`src/hdl/bfs_pkg.sv`:
```
// ----------------------------------------------------------------------------
// bfs_pkg
// Shared types and constants for the binary frame sync / byte-sum check block.
// ----------------------------------------------------------------------------
package bfs_pkg;

  localparam int unsigned ByteW  = 8;
  localparam int unsigned IdxW   = 9;
  localparam int unsigned SumW   = 16;
  localparam int unsigned StatW  = 3;

  localparam logic [ByteW-1:0] HdrStart  = 8'h01;
  localparam logic [ByteW-1:0] CompMask  = 8'hFF;
  localparam logic [IdxW-1:0]  LenBias   = 9'd6;
  localparam logic [IdxW-1:0]  LenIdx    = 9'd3;
  localparam logic [IdxW-1:0]  ObsIdx    = 9'd6;
  localparam logic [IdxW-1:0]  MaxLenRst = 9'd261;

  // known message ids and their lengths
  localparam logic [ByteW-1:0] Id20 = 8'd20;
  localparam logic [ByteW-1:0] Id21 = 8'd21;
  localparam logic [ByteW-1:0] Id22 = 8'd22;
  localparam logic [ByteW-1:0] Id23 = 8'd23;
  localparam logic [ByteW-1:0] Id67 = 8'd67;
  localparam logic [11:0] Len20 = 12'd77;
  localparam logic [11:0] Len21 = 12'd85;
  localparam logic [11:0] Len22 = 12'd79;
  localparam logic [11:0] Len67 = 12'd54;
  localparam logic [11:0] Len23Base = 12'd17;

  // verdict codes
  localparam logic [StatW-1:0] StBusy     = 3'd0;
  localparam logic [StatW-1:0] StKnownOk  = 3'd1;
  localparam logic [StatW-1:0] StUnkOk    = 3'd2;
  localparam logic [StatW-1:0] StCksBad   = 3'd3;
  localparam logic [StatW-1:0] StTooLong  = 3'd4;
  localparam logic [StatW-1:0] StLenBad   = 3'd5;

  typedef struct packed {
    logic [ByteW-1:0] data;
    logic [IdxW-1:0]  index;
    logic [ByteW-1:0] id;
    logic             last;
    logic [StatW-1:0] status;
  } result_t;

endpackage

```
`src/hdl/bfs_core.sv`:
```
// ----------------------------------------------------------------------------
// bfs_core
// Header hunt, frame byte counter, running byte sum and end-of-frame verdict.
// ----------------------------------------------------------------------------
module bfs_core (
  input  logic                            clk,
  input  logic                            rst_n,
  input  logic                            step,
  input  logic [bfs_pkg::ByteW-1:0]       din,
  input  logic [bfs_pkg::IdxW-1:0]        max_len,
  output logic                            res_valid,
  output bfs_pkg::result_t                res
);

  logic [23:0]               win_r, win_nxt;
  logic [bfs_pkg::IdxW-1:0]  cnt_r, cnt_nxt;
  logic [bfs_pkg::IdxW-1:0]  len_r, len_nxt;
  logic [bfs_pkg::SumW-1:0]  sum_r, sum_nxt;
  logic [bfs_pkg::ByteW-1:0] low_r, low_nxt;
  logic [bfs_pkg::ByteW-1:0] obs_r, obs_nxt;

  logic                      hunt;
  logic [23:0]               win_shift;
  logic                      hdr_hit;
  logic [bfs_pkg::IdxW-1:0]  len_cur;
  logic [bfs_pkg::ByteW-1:0] obs_cur;
  logic                      too_long;
  logic [bfs_pkg::IdxW:0]    idx_p1, idx_p2, len_ext;
  logic                      sum_add, low_set, fin;
  logic                      cks_ok;
  logic [11:0]               want;
  logic                      known;
  logic [bfs_pkg::StatW-1:0] verdict;

  assign hunt      = (cnt_r == '0);
  assign win_shift = {win_r[15:0], din};
  assign hdr_hit   = (win_shift[23:16] == bfs_pkg::HdrStart) &&
                     ((win_shift[15:8] ^ win_shift[7:0]) == bfs_pkg::CompMask);

  // length byte takes effect on the same transaction
  assign len_cur  = (cnt_r == bfs_pkg::LenIdx) ? ({1'b0, din} + bfs_pkg::LenBias) : len_r;
  assign too_long = (cnt_r == bfs_pkg::LenIdx) && (len_cur > max_len);
  assign obs_cur  = (cnt_r == bfs_pkg::ObsIdx) ? din : obs_r;

  assign idx_p1  = {1'b0, cnt_r} + 10'd1;
  assign idx_p2  = {1'b0, cnt_r} + 10'd2;
  assign len_ext = {1'b0, len_cur};
  assign sum_add = (idx_p2 < len_ext);
  assign low_set = (idx_p2 == len_ext);
  assign fin     = (idx_p1 >= len_ext);

  assign cks_ok = (sum_r[7:0] == low_r) && (sum_r[15:8] == din);

  always_comb begin
    known = 1'b1;
    want  = '0;
    unique case (win_r[15:8])
      bfs_pkg::Id20: want = bfs_pkg::Len20;
      bfs_pkg::Id21: want = bfs_pkg::Len21;
      bfs_pkg::Id22: want = bfs_pkg::Len22;
      bfs_pkg::Id23: want = bfs_pkg::Len23Base + ({4'd0, obs_cur} * 12'd11);
      bfs_pkg::Id67: want = bfs_pkg::Len67;
      default:       known = 1'b0;
    endcase
  end

  always_comb begin
    if (!cks_ok) begin
      verdict = bfs_pkg::StCksBad;
    end else if (!known) begin
      verdict = bfs_pkg::StUnkOk;
    end else if (want == {3'd0, len_cur}) begin
      verdict = bfs_pkg::StKnownOk;
    end else begin
      verdict = bfs_pkg::StLenBad;
    end
  end

  always_comb begin
    res_valid  = step && !hunt;
    res.data   = din;
    res.index  = cnt_r;
    res.id     = win_r[15:8];
    res.last   = too_long || fin;
    res.status = too_long ? bfs_pkg::StTooLong : (fin ? verdict : bfs_pkg::StBusy);
  end

  always_comb begin
    win_nxt = win_r;
    cnt_nxt = cnt_r;
    len_nxt = len_r;
    sum_nxt = sum_r;
    low_nxt = low_r;
    obs_nxt = obs_r;
    if (step) begin
      if (hunt) begin
        win_nxt = win_shift;
        if (hdr_hit) begin
          cnt_nxt = bfs_pkg::LenIdx;
          sum_nxt = {8'd0, win_shift[23:16]} + {8'd0, win_shift[15:8]} +
                    {8'd0, win_shift[7:0]};
          obs_nxt = '0;
          low_nxt = '0;
        end
      end else begin
        len_nxt = len_cur;
        if (too_long) begin
          cnt_nxt = '0;
        end else begin
          obs_nxt = obs_cur;
          if (sum_add) begin
            sum_nxt = sum_r + {8'd0, din};
          end else if (low_set) begin
            low_nxt = din;
          end
          cnt_nxt = fin ? '0 : idx_p1[bfs_pkg::IdxW-1:0];
        end
      end
    end
  end

  always_ff @(posedge clk) begin
    if (!rst_n) begin
      win_r <= '0;
      cnt_r <= '0;
      len_r <= '0;
      sum_r <= '0;
      low_r <= '0;
      obs_r <= '0;
    end else begin
      win_r <= win_nxt;
      cnt_r <= cnt_nxt;
      len_r <= len_nxt;
      sum_r <= sum_nxt;
      low_r <= low_nxt;
      obs_r <= obs_nxt;
    end
  end

endmodule

```
`src/hdl/bfs_out_reg.sv`:
```
// ----------------------------------------------------------------------------
// bfs_out_reg
// Result register with valid/ready handshake toward the receiver.
// ----------------------------------------------------------------------------
module bfs_out_reg (
  input  logic             clk,
  input  logic             rst_n,
  input  logic             load,
  input  bfs_pkg::result_t din,
  input  logic             out_ready,
  output logic             out_valid,
  output logic             free,
  output bfs_pkg::result_t dout
);

  logic             vld_r, vld_nxt;
  bfs_pkg::result_t res_r;

  assign free = !vld_r || out_ready;

  always_comb begin
    vld_nxt = vld_r;
    if (free) begin
      vld_nxt = load;
    end
  end

  always_ff @(posedge clk) begin
    if (!rst_n) begin
      vld_r <= 1'b0;
    end else begin
      vld_r <= vld_nxt;
    end
  end

  always_ff @(posedge clk) begin
    if (free && load) begin
      res_r <= din;
    end
  end

  assign out_valid = vld_r;
  assign dout      = res_r;

endmodule

```
`src/hdl/binary_frame_sync_sum16_check_top.sv`:
```
// ----------------------------------------------------------------------------
// binary_frame_sync_sum16_check_top
// Byte-stream frame synchronizer with a 16-bit byte-sum check.
// ----------------------------------------------------------------------------
// Usage:
//   in_*  : one receiver byte per transaction (valid/ready).
//   out_* : frame bytes from the length byte onward, with index, message id,
//           last flag and status; header bytes give no transaction.
//   cfg_* : writes max_frame_len; always ready, write only while idle.
// Throughput is one byte per cycle while out_ready is high, set by the single
// input register feeding the single result register. A result goes from the
// input register through the core into the result register, then to out_*.
// A stalled receiver (out_ready low) holds the result register; the input
// register then fills and in_ready drops until the result is taken.
// Reset (rst_n low, synchronous) empties both registers, returns to header
// hunt with a cleared sync window and sets max_frame_len to 261.
// ----------------------------------------------------------------------------
module binary_frame_sync_sum16_check_top (
  input  logic                        clk,
  input  logic                        rst_n,
  input  logic                        in_valid,
  output logic                        in_ready,
  input  logic [bfs_pkg::ByteW-1:0]   in_data_byte,
  input  logic                        cfg_valid,
  output logic                        cfg_ready,
  input  logic [bfs_pkg::IdxW-1:0]    cfg_max_frame_len,
  output logic                        out_valid,
  input  logic                        out_ready,
  output logic [bfs_pkg::ByteW-1:0]   out_byte,
  output logic [bfs_pkg::IdxW-1:0]    out_byte_index,
  output logic [bfs_pkg::ByteW-1:0]   out_msg_id,
  output logic                        out_is_last,
  output logic [bfs_pkg::StatW-1:0]   out_status
);

  logic [bfs_pkg::IdxW-1:0]  max_len_r;
  logic                      in_vld_r, in_vld_nxt;
  logic [bfs_pkg::ByteW-1:0] in_byte_r;
  logic                      step;
  logic                      res_valid;
  logic                      out_free;
  bfs_pkg::result_t          res;
  bfs_pkg::result_t          out_res;

  assign cfg_ready = 1'b1;

  always_ff @(posedge clk) begin
    if (!rst_n) begin
      max_len_r <= bfs_pkg::MaxLenRst;
    end else if (cfg_valid) begin
      max_len_r <= cfg_max_frame_len;
    end
  end

  // byte in the input register is processed once the result side can take it
  assign step     = in_vld_r && out_free;
  assign in_ready = !in_vld_r || out_free;

  always_comb begin
    in_vld_nxt = in_vld_r;
    if (in_ready) begin
      in_vld_nxt = in_valid;
    end
  end

  always_ff @(posedge clk) begin
    if (!rst_n) begin
      in_vld_r <= 1'b0;
    end else begin
      in_vld_r <= in_vld_nxt;
    end
  end

  always_ff @(posedge clk) begin
    if (in_ready && in_valid) begin
      in_byte_r <= in_data_byte;
    end
  end

  bfs_core u_core (
    .clk       (clk),
    .rst_n     (rst_n),
    .step      (step),
    .din       (in_byte_r),
    .max_len   (max_len_r),
    .res_valid (res_valid),
    .res       (res)
  );

  bfs_out_reg u_out (
    .clk       (clk),
    .rst_n     (rst_n),
    .load      (res_valid),
    .din       (res),
    .out_ready (out_ready),
    .out_valid (out_valid),
    .free      (out_free),
    .dout      (out_res)
  );

  assign out_byte       = out_res.data;
  assign out_byte_index = out_res.index;
  assign out_msg_id     = out_res.id;
  assign out_is_last    = out_res.last;
  assign out_status     = out_res.status;

endmodule
```
`config.mk`:
```
export PLATFORM = sky130hd
export DESIGN_NAME = binary_frame_sync_sum16_check_top
export DESIGN_NICKNAME = d
export VERILOG_FILES = /design/src/hdl/bfs_pkg.sv /design/src/hdl/bfs_core.sv /design/src/hdl/bfs_out_reg.sv /design/src/hdl/binary_frame_sync_sum16_check_top.sv
export SDC_FILE = /design/constraint.sdc
export NUM_CORES = 1
export LEC_CHECK = 0
export ABC_AREA = 1
export BUFFER_PORTS_ARGS = -buffer_cell sky130_fd_sc_hd__buf_2
export CAP_MARGIN = 15
export CORE_ASPECT_RATIO = 0.75
export CORE_MARGIN = 2
export CORE_UTILIZATION = 60
export CTS_CLUSTER_SIZE = 10
export DETAILED_ROUTE_END_ITERATION = 8
export GPL_TIMING_DRIVEN = 1
export HOLD_SLACK_MARGIN = 0.06
export PLACE_DENSITY = 0.83
export SYNTH_ARGS = -nofsm -noshare
export SYNTH_HDL_FRONTEND = slang
export SYNTH_SLANG_ARGS = --single-unit
```
`constraint.sdc`:
```
create_clock -name clk -period 7.1 [get_ports clk]
set_input_delay 1.42 -clock clk [delete_from_list [all_inputs] [get_ports clk]]
set_output_delay 1.42 -clock clk [all_outputs]
set_load 0.02 [all_outputs]
```
==> summary.md, run 1 <==
The run finished with clean final reports. Dividing total power by cell area gives a power density of 194 mW/mm^2. For the number of buffers inserted for hold repair after clock tree synthesis, the log shows 0. The critical path is of the reg -> reg type. The final cycle utilization of the critical path was 72.9%; the remaining routing DRC violations was 0. Area added between synthesis and finish: 12.3%. The post-detailed-route wirelength per cell is 16.6 um, and the count of fill cells added during filler insertion is 1011.

The logs give 0.00789 mm^2 for the cell area after synthesis and 2 for the maximum count of clock buffers along a single path. The portion of synthesized cell area occupied by the leading cell type works out to 19.5%. Across all setup checks in the final design, the least slack found is 1.92 ns. The clock power share was 50.2%.

For the core footprint, the log shows 0.0129 mm^2. The pre-antenna-repair detailed-routing pass consisted of 6 iterations. After synthesis the netlist holds a flip-flop and latch count of 114. Number of endpoints with negative hold slack in the final report: 0.

Measured against its own limit, the worst slew margin works out to 40.0%. The run gives 5.36 ns as the critical path arrival. After clock tree synthesis, the clock-pin slew on the worst setup and hold paths is 0.06 ns. The worst hold slack is 0.463 ns. For the final database, setup skew stands at 0.00859 ns. The logs give 8.4% for the proportion of power drawn by combinational gates and 54 for the total I/O pin count. The CTS H-tree depth came out at 4. Max-cap violations in this run came to 0. The worst setup slack after placement was 2.13 ns. The largest individual stage delay along the critical path comes from the cell fa_1. The startpoint class of the critical path is a flop. Of the cells placed in the final design, the portion with a size suffix greater than 1 is 11.8%. Derived from the worst setup path, the maximum achievable clock frequency is 193 MHz. The final weighted congestion in routability-driven placement was 0.955; the count of clock tree sinks was 114. The biggest cell delay along the critical path came out at 0.51 ns.

The number of buffers and inverters on the critical path is 3. A synthesized cell averages 7.56 um^2. TritonCTS built the clock tree. Net switching is 26.7% of the power. The clock insertion delay at the later pin of the skew report was 0.43 ns; the total of endpoints with negative setup slack in the final report was 0. The tools report the via count of the first global-routing pass as 6705. The number of nets handed over by synthesis was 1160. The routed design has 21.2 mm of wire. Summed over all cells, the static leakage comes to 4.28 nW. Clock tree synthesis selected as its root buffer the cell clkbuf_16. The internal portion of the total power is 1.26 mW. Counting instances in the post-synthesis netlist gives the leading cell types as nand2_1 (204), inv_1 (134), a21oi_1 (99), nor2_1 (92).

The cell count after synthesis was 1044. STA classifies the critical path endpoint as a flop. The horizontal die dimension was 136 um. Initial antenna violation count: 0. The first global-routing pass estimated 34.0 mm of wire.

TritonCTS created 17 clock buffers. The run gives 36 as the number of rows in the core area. 0 antenna diodes ended up in the layout.

The run gives 0.242 mV as the maximum vdd ir drop. The analysis attributes to net switching a power of 0.459 mW. Summing the sequential cell areas from Yosys gives 33.6% of the chip area. Post-CTS repair changed the size of 0 cells. The tightest min-delay check is of the reg -> reg type.

The cell type with the largest total area after synthesis was dfxtp_1. In the routed layout, each cell is associated on average with a via count of 5.71. The logs give 0 for the remaining global-route overflow and 14.7 mm for the post-detailed-placement half-perimeter wirelength.

Subtracting the final worst setup slack from the clock period gives 5.18 ns. The number of synthesized flops with an enable pin came out at 37. Of all flip-flops after synthesis, the portion carrying an async set or reset was 0%. Critical path required time: 7.28 ns.

The die covers 0.0141 mm^2. Sorting the synthesized cells by area gives the leading types as dfxtp_1 (20%), edfxtp_1 (14%), ha_1 (13%), nand2_1 (9.7%), inv_1 (6.4%). Setup repair after global routing left no endpoint under its margin. The maximum fanout along the worst path works out to 14. In the synthesized netlist the dominant register cell turns out to be dfxtp_1.

The tools report the post-CTS setup repair buffer count as 0. In this run the remaining antenna-violating nets after routing total 0. In this run the tool buffered the top-level ports with 52 buffer cells. The netlist uses 44 different library cells. After the first detailed-routing iteration, the DRC count stood at 913. The y dimension of the die was 103 um; the number of max-slew violations in the final report was 0. The detailed router placed 7298 vias in this run.

Broken down by cell family, the worst path's largest delay share belongs to simple AND/OR/NAND/NOR gates. For the final layout net count, the log shows 1209. Counting stages on the worst path, the most repeated cell is nand2_1. The logs give 0 for the synthesis warning total and 49 for the maximum number of pins on one net before global-route repair. For this run, the total global-route usage over all layers was measured as 31.7%. Once the floorplan was initialized, standard cells occupied 61.0% of the core. The worst-margin pin slew was 0.900 ns. Most common cell in the netlist: nand2_1. In this run, flip-flops and latches consume 41.4% of the power. Adding up every negative setup slack in the final design gives 0 ns.
==> metal layers <==
| layer | global-route usage, % | wire length [um] |
|---|---|---|
| met3 | 8.97 | 2400 |
| met1 | 44.4 | 9510 |
| met4 | 10.3 | 452 |
| met2 | 47.5 | 8810 |
| met5 | 0 | 0 |
==> final cells by class <==
cell class	count	area, um^2	area share [%]
clock inverter	14	154	1.74
multi-input combinational	753	4550	51.3
clock buffer	18	429	4.84
sequential	114	2650	29.9
inverter	150	563	6.36
tap	171	214	2.42
timing repair buffer	57	298	3.36
==> cell usage in the layout, fill, tap and decap left out, drive strengths merged, types with 3 or more instances in the layout <==
cell type,instances
nand2,211
inv,153
a21oi,101
nor2,96
o21ai,92
ha,79
dfxtp,77
buf,57
nand3,55
edfxtp,37
xor2,28
nand4,26
clkbuf,18
fa,15
nor3,12
a211oi,7
clkinv,7
xnor2,6
o21bai,4
nor4,4
a31oi,3
or2,3
==> worst register-to-register path, delay by kind of cell, from the launching register on <==
kind | cells | cell delay, ns
fa+ha+maj | 4 | 1.55
flops | 1 | 0.38
buf+inv | 3 | 0.41
compound gates | 2 | 0.81
simple gates | 16 | 1.75
==> sequential cells by signal, summed over array words and instances, names as in the netlist <==
| signal | count |
|---|---|
| u_out.dout | 29 |
| u_core.sum_r | 16 |
| u_core.win_r | 16 |
| max_len_r | 9 |
| u_core.cnt_r | 9 |
| u_core.len_r | 9 |
| in_byte_r | 8 |
| u_core.low_r | 8 |
| u_core.obs_r | 8 |
| in_vld_r | 1 |
| u_out.out_valid | 1 |
==> logic make-up (layout without fill, tap and decap cells) <==
kind of cell	count (synthesis)	in the layout	synth area share [%]
DFF	114	114	33.6
and+or+nand+nor	410	410	22.7
adders and majority gates	94	94	16.3
other	1	1	0.0475
buffers and inverters	177	239	8.82
AOI/OAI and AO/OA	214	214	14.7
xor gates and xnor gates	34	34	3.77
==> worst paths after layout <==
kind	slack (ns)	from	cells after the start	endpoint
max reg2reg	1.92	u_core.cnt_r[0]	25	u_out.dout[2]
min	0.46	max_len_r[4]	2	max_len_r[4]
max	1.92	u_core.cnt_r[0]	25	u_out.dout[2]
min reg2reg	0.46	max_len_r[4]	2	max_len_r[4]
==> power groups by stage <==
stage	Sequential [mW]	Combinational, mW	Clock (mW)
finish	0.712	0.144	0.862
global route	0.713	0.165	0.888
CTS	0.710	0.141	0.862
detailed placement	0.724	0.137	0
global placement	0.723	0.134	0
floorplan	0.714	0.0997	0
==> per-stage QoR <==
step	util, %	std cells	instance area, um^2	power (mW)
floorplan	-	1044	7890	0.814
CTS	68.5	1277	8860	1.71
global route	68.5	1277	8860	1.77
finish	68.5	1277	8860	1.72
global placement	64.0	1245	8280	0.857
detailed placement	64.0	1245	8280	0.861
Power figures use the tool's default switching activity.
==> run 2, diff against run 1 <==
- CORE_UTILIZATION: 60 -> 56
- PLACE_DENSITY: 0.83 -> 0.82
- clock period: 7.1 -> 4.48 ns (I/O delays scaled with it)
==> summary.md, run 2 (synthesis results as in run 1) <==
The final weighted congestion in routability-driven placement is 0.973 (+1.9%), and the maximum fanout along the worst path is 14 (unchanged). The worst hold slack came out at 0.467 ns (+0.00414 ns). The post-detailed-route wirelength per cell is 16.9 um (+1.8%), and the fraction of layout cells with a size suffix above 1 is 15.1% (+3.3 points). The standard cell with the maximum stage delay on the critical path is fa_1.

For the post-placement cell count, the log shows 1276 (+2.5%). For the critical path required time, the log shows 4.66 ns (-2.62 ns). TritonCTS built the clock tree. The tools report the leakage dissipation as 4.43 nW (+3.3%). The maximum count of clock buffers along a single path is 2 (unchanged), and the final cycle utilization of the critical path is 94.6% (+22 points). The y dimension of the die was 107 um (+3.4%); the CTS H-tree depth was 4 (unchanged). The tools report the startpoint class of the critical path as a flop. The logs give 1239 (+2.5%) for the final layout net count and 0 (unchanged) for the reported max-cap violation count. The tools report the worst setup skew after layout as 0.0109 ns (+0.00229 ns). The worst setup slack after placement came out at -0.0607 ns (-2.19 ns). Number of endpoints with negative hold slack in the final report: 0 (unchanged). The logs give 30.5% (-1.2 points) for the global-route usage over all layers and 236 MHz (+22%) for the maximum clock frequency. The run gives 0.43 ns (about the same) as the clock insertion delay at the later pin of the skew report.

The remaining routing DRC violations came out at 0 (unchanged). The min-delay analysis places its worst path in the category reg -> reg. The biggest cell delay along the critical path was 0.52 ns (about the same); the starting DRC count in detailed routing was 842 (-7.8%). The run gives 1078 (+6.6%) as the count of fill cells added during filler insertion. The tools report the post-detailed-placement half-perimeter wirelength as 16.1 mm (+9.3%). The wire length of the first global-routing pass was 35.8 mm (+5.2%). The run gives 66.4% (-2.1 points) as the final core utilization. The most frequent cell on the critical path is nand2_1. The tools report the initial antenna violation count as 0 (unchanged). The root buffer cell chosen for the clock tree is clkbuf_16. The core footprint was 0.0137 mm^2 (+6.4%). The worst-margin pin slew was 0.974 ns (+0.0737 ns); the post-CTS clock slew at the launch and capture registers of the worst setup and hold paths was 0.06 ns (about the same). The remaining global-route overflow was 0 (unchanged).

For the multi-input gate area in the final layout, the log shows 0.00459 mm^2 (+0.91%). The tools report the total I/O pin count as 54 (unchanged). For the post-route antenna net violation count, the log shows 0 (unchanged). The horizontal die dimension was 141 um (+3.4%); the number of buffers inserted by port buffering was 52 (unchanged). The wire length reported by the detailed router was 22.1 mm (+4.5%). The tools report the initial core utilization as 57.4% (-3.6 points). The area added between synthesis and finish was 15.8%.

The count of clock tree sinks is 114 (unchanged), and the number of max-slew violations in the final report is 0 (unchanged). The smallest setup slack after layout came out at 0.240 ns (-1.68 ns). The critical path arrival is 4.42 ns (-0.94 ns), and the length of the first detailed-routing pass in iterations is 6 (unchanged). The run gives 37 (+2.8%) as the number of rows in the core area. The final cell count without fillers was 1311 (+2.7%).

Via density per instance: 5.80 (+1.6%). The logs give 7609 (+4.3%) for the via count and 0.0151 mm^2 (+6.9%) for the die area. The post-route minimum period works out to 4.24 ns (-0.937 ns). The worst setup path category was reg -> reg. The area taken by flip-flops and latches was 0.00266 mm^2 (about the same).

The run finished with clean final reports. The library cells used most frequently in the layout, excluding fill and tap cells, are nand2_1 (203), inv_1 (134), a21oi_1 (98). The tools report the maximum number of pins on one net before global-route repair as 49 (unchanged). The total clock buffers created by CTS is 17 (unchanged), and the total power per unit cell area is 297 mW/mm^2 (+53%).

The flip-flop count of the largest register, all copies and words added works out to 29 (unchanged). The maximum vdd ir drop is 0.292 mV (+21%), and the relative max-transition margin is 34.9% (-5.1 points). The final sum of negative setup slack came out at 0 ns (unchanged). The tools report the number of antenna repair diodes as 0 (unchanged). The type of destination of the critical path was a flop. The library cell used most frequently in the layout, excluding fill and tap cells, is nand2_1. The tools report the total of endpoints with negative setup slack in the final report as 0 (unchanged). The run gives 6958 (+3.8%) as the via count of the first global-routing pass.
[run 2: cell count changes in the layout (fill, tap and decap cells not counted), moves of 3 or more]
cell / before / now
inv_6: 4 / 7
o21ai_0: 79 / 76
inv_8: 0 / 3
buf_4: 5 / 35
clkinv_4: 4 / 0
[run 2: what timing repair did]
item / 4_1_cts / 5_1_grt
pin swaps: 0 / 2
gates resized for setup: 4 / 10
hold buffers: 0 / 0
buffers inserted: 0 / 3
setup endpoints to repair: 1 / 1
gates cloned: 0 / 0
[run 2: area by class of cell]
class | count | share of cell area (%)
clock buffers | 18 | 4.93
inverters | 150 | 6.16
multi-input cells | 753 | 50.2
flip-flops and latches | 114 | 29.1
clock inverters | 14 | 1.47
repair buffers | 87 | 5.73
well taps | 175 | 2.40
[run 2: through the flow]
stage	area (um^2)	total power, mW
6_report	9130	2.71
5_1_grt	9130	2.80
4_1_cts	9070	2.71
3_5_place_dp	8480	1.38
3_3_place_gp	8480	1.37
2_1_floorplan	7890	1.29
[run 2: routing by layer]
metal,vias up,routed length (um),track usage [%]
met2,399,9220,45.0
met5,-,0,0
met4,0,368,8.79
li1,3628,-,-
met3,39,2630,8.49
met1,3543,9930,43.7
[run 2: report_power, final]
part	switching [mW]	internal [mW]
sequential	0.0267	1.09
combinational	0.166	0.0907
clock	0.578	0.767
[run 2: path summary, 6_finish.rpt]
check	startpoint	to	cells past startpoint	slack, ns
worst max-delay path	u_core.cnt_r[0]	u_out.dout[2]	27	0.24
worst min-delay path	u_core.obs_r[3]	u_core.obs_r[3]	2	0.47
worst max register to register	u_core.cnt_r[0]	u_out.dout[2]	27	0.24
worst min register to register	u_core.obs_r[3]	u_core.obs_r[3]	2	0.47
[run 2: worst max-delay path, delay by kind of cell, from the launching register on]
kind,cells,cell delay [ns]
adder cells (fa/ha/maj),4,1.53
flip-flops,1,0.32
AO/OA/AOI/OAI,1,0.06
AND/OR/NAND/NOR,19,1.77
buffers and inverters,3,0.29
==> run 3, diff against run 2 <==
- BUFFER_PORTS_ARGS: -buffer_cell sky130_fd_sc_hd__buf_2 -> not set
- CORE_UTILIZATION: 56 -> 44
- DONT_BUFFER_PORTS: not set -> 1
- PLACE_DENSITY: 0.82 -> 0.65
==> summary.md, run 3 (synthesis results as in run 1) <==
The run gives 0 (unchanged) as the number of max-slew violations in the final report. In the layout the commonest cells are nand2_1 (203), inv_1 (134), a21oi_1 (98). The total I/O pin count was 54 (unchanged); the area added between synthesis and finish was 13.2%. The logs give 4.19 nW (-5.3%) for the leakage dissipation and 0.0130 ns (+0.00213 ns) for the worst setup skew after layout.

The buffering stage count on the worst path with inverters included is 5 (+2), and the overall power of the completed layout is 2.64 mW (-2.6%). The tools report the post-route antenna net violation count as 0 (unchanged). The run gives 22.3 mm (+0.61%) as the wire length reported by the detailed router.

Final weighted congestion in routability-driven placement: 0.934 (-4.0%). The post-detailed-route wirelength per cell was 16.8 um (-0.38%); the post-CTS clock slew at the launch and capture registers of the worst setup and hold paths was 0.06 ns (about the same). The via count is 7012 (-7.8%). The number of rows in the core area is 42 (+14%), and the via density per instance is 5.30 (-8.8%). The tools report the startpoint class of the critical path as a flop. The maximum count of clock buffers along a single path came out at 2 (unchanged).

The CTS H-tree depth is 4 (unchanged), and the proportion of power drawn by combinational gates is 9.0% (-0.4 points). The most frequent cell on the critical path was nand2_1. The cell family contributing the most delay on the critical path was simple AND/OR/NAND/NOR gates. Setup repair after global routing left no endpoint under its margin. The count of clock tree sinks is 114 (unchanged). The flip-flop count of the largest register, all copies and words added is 29 (unchanged). Maximum fanout along the worst path: 6 (-8).

The total power per unit cell area came out at 296 mW/mm^2 (-0.39%). The reported max-cap violation count was 0 (unchanged). The tools report the post-placement cell count as 1291 (+1.2%). The switching component of the power came out at 0.750 mW (-2.5%). The worst-margin pin slew came out at 0.595 ns (-0.378 ns). The path class of the lowest-slack min-delay path is reg -> reg.

The post-route minimum period is 4.17 ns (-0.0696 ns), and the fraction of power consumed by sequential logic is 42.3% (+1.3 points). The number of buffers inserted by port buffering was 0 (-100%); the internal portion of total power was 1.89 mW (-2.7%). For the maximum clock frequency, the log shows 240 MHz (+1.7%). The run gives 1185 (-4.4%) as the final layout net count. The setup path with the least slack is of type reg -> reg. The endpoint identified for the worst register-to-register timing path is u_out.dout[2]. Total of endpoints with negative setup slack in the final report: 0 (unchanged). The wire length of the first global-routing pass came out at 35.0 mm (-2.2%). The logs give 44.8% (-13 points) for the initial core utilization and 4.66 ns (about the same) for the critical path required time. The register-to-register setup slack is 0.31 ns (+0.07 ns), and the fraction of layout cells with a size suffix above 1 is 11.0% (-4.1 points). The relative max-transition margin came out at 60.3% (+25 points). The final sum of negative setup slack came out at 0 ns (unchanged). The clock power share is 48.7% (-0.8 points), and the number of stages on the worst hold path is 2 (unchanged). Final cycle utilization of the critical path: 93.1% (-1.6 points). Launching point of the worst reg2reg path: u_core.cnt_r[0]. The flow ran to the end, and the final reports show no timing, DRC or antenna violations.

The starting DRC count in detailed routing was 571 (-32%); the maximum vdd ir drop was 0.258 mV (-12%). For the number of buffers inserted for hold repair after clock tree synthesis, the log shows 0 (unchanged). Number of endpoints with negative hold slack in the final report: 0 (unchanged). The worst hold slack is 0.466 ns (-0.000981 ns). Clock tree synthesis selected as its root buffer the cell clkbuf_16. The total clock buffers created by CTS was 17 (unchanged). The logs give 1324 (+0.99%) for the final cell count without fillers and 0.0176 mm^2 (+28%) for the core footprint.

The startpoint identified for the worst hold timing path is u_core.obs_r[1]. The most common cell after layout, fill and taps aside was nand2_1. The critical path arrival was 4.35 ns (-0.07 ns); the initial antenna violation count was 0 (unchanged).

The y dimension of the die was 120 um (+12%); the share of total power consumed by net switching was 28.4% (+0.034 points). The post-detailed-placement half-perimeter wirelength was 16.5 mm (+2.3%); the number of cell instances on the worst register-to-register path was 26 (-3.7%). Remaining routing DRC violations: 0 (unchanged). The remaining global-route overflow was 0 (unchanged); the length of the first detailed-routing pass in iterations was 7 (+1).

TritonCTS built the clock tree. Standard cell with the maximum stage delay on the critical path: fa_1. The die area was 0.0190 mm^2 (+26%); the biggest cell delay along the critical path was 0.55 ns (+0.03 ns). The final core utilization was 50.7% (-16 points); the via count of the first global-routing pass was 6478 (-6.9%). The horizontal die dimension came out at 159 um (+12%).

Worst min-delay path endpoint: u_core.obs_r[1]. The number of antenna repair diodes was 0 (unchanged). The type of destination of the critical path was a flop. The clock insertion delay at the later pin of the skew report is 0.43 ns (about the same).

The logs give 24.3% (-6.1 points) for the global-route usage over all layers and 49 (unchanged) for the maximum number of pins on one net before global-route repair.
run 3: changes by cell type in the layout (fill, tap and decap cells not counted), sizes merged:
cell	change
clkbuf	-1
clkinv	+2
inv	-1
buf	-54
run 3: stage by stage:
step / setup slack (ns) / cell area, um^2
floorplan: 0.136 / 7890
global placement: 0.167 / 8310
detailed placement: 0.0506 / 8310
CTS: 0.0275 / 8850
global route: 0.0209 / 8930
finish: 0.310 / 8930
run 3: final cells by class:
class	count	area (um^2)
Sequential cell	114	2650
Clock inverter	15	123
Multi-Input combinational cell	753	4610
Timing Repair Buffer	33	248
Clock buffer	17	425
Inverter	150	563
Tap cell	242	303
Fill cell	1738	8680
run 3: how the worst max path moves through the flow:
stage / startpoint / endpoint / slack, ns / cells past startpoint
detailed placement: u_core.cnt_r[0] / u_out.dout[2] / 0.05 / 28
global placement: u_core.cnt_r[0] / u_out.dout[2] / 0.17 / 24
floorplan: u_core.cnt_r[0] / u_out.dout[2] / 0.14 / 26
finish: u_core.cnt_r[0] / u_out.dout[2] / 0.31 / 26
global route: u_core.cnt_r[0] / u_out.dout[2] / 0.02 / 24
CTS: u_core.cnt_r[0] / u_out.dout[2] / 0.03 / 28
run 3: tightest hold or removal path, cell delays in order, from the launching register on:
cell and delay [ns]:
dfxtp_1 0.29, inv_1 0.06, a211oi_1 0.06
run 3: what timing repair did:
action / 4_1_cts / 5_1_grt
resized for setup: 0 / 18
setup buffers: 0 / 1
endpoints found under the setup margin: 0 / 1
hold endpoints to repair: 0 / 0
run 3: metal layers:
metal	part of all wire (%)	vias to the layer above	global-route usage, %
li1	-	3523	-
met1	51	3255	37.0
met4	0.66	0	6.08
met3	7.7	13	6.14
met5	0	-	0
met2	41	221	34.0
run 3: power groups by stage:
stage                     logic, mW  clock network (mW)  registers (mW)
after global routing          0.270                1.35            1.12
after detailed placement      0.230                   0            1.14
final                         0.239                1.29            1.12
after CTS                     0.233                1.31            1.12
after global placement        0.228                   0            1.14
after floorplan               0.158                   0            1.13
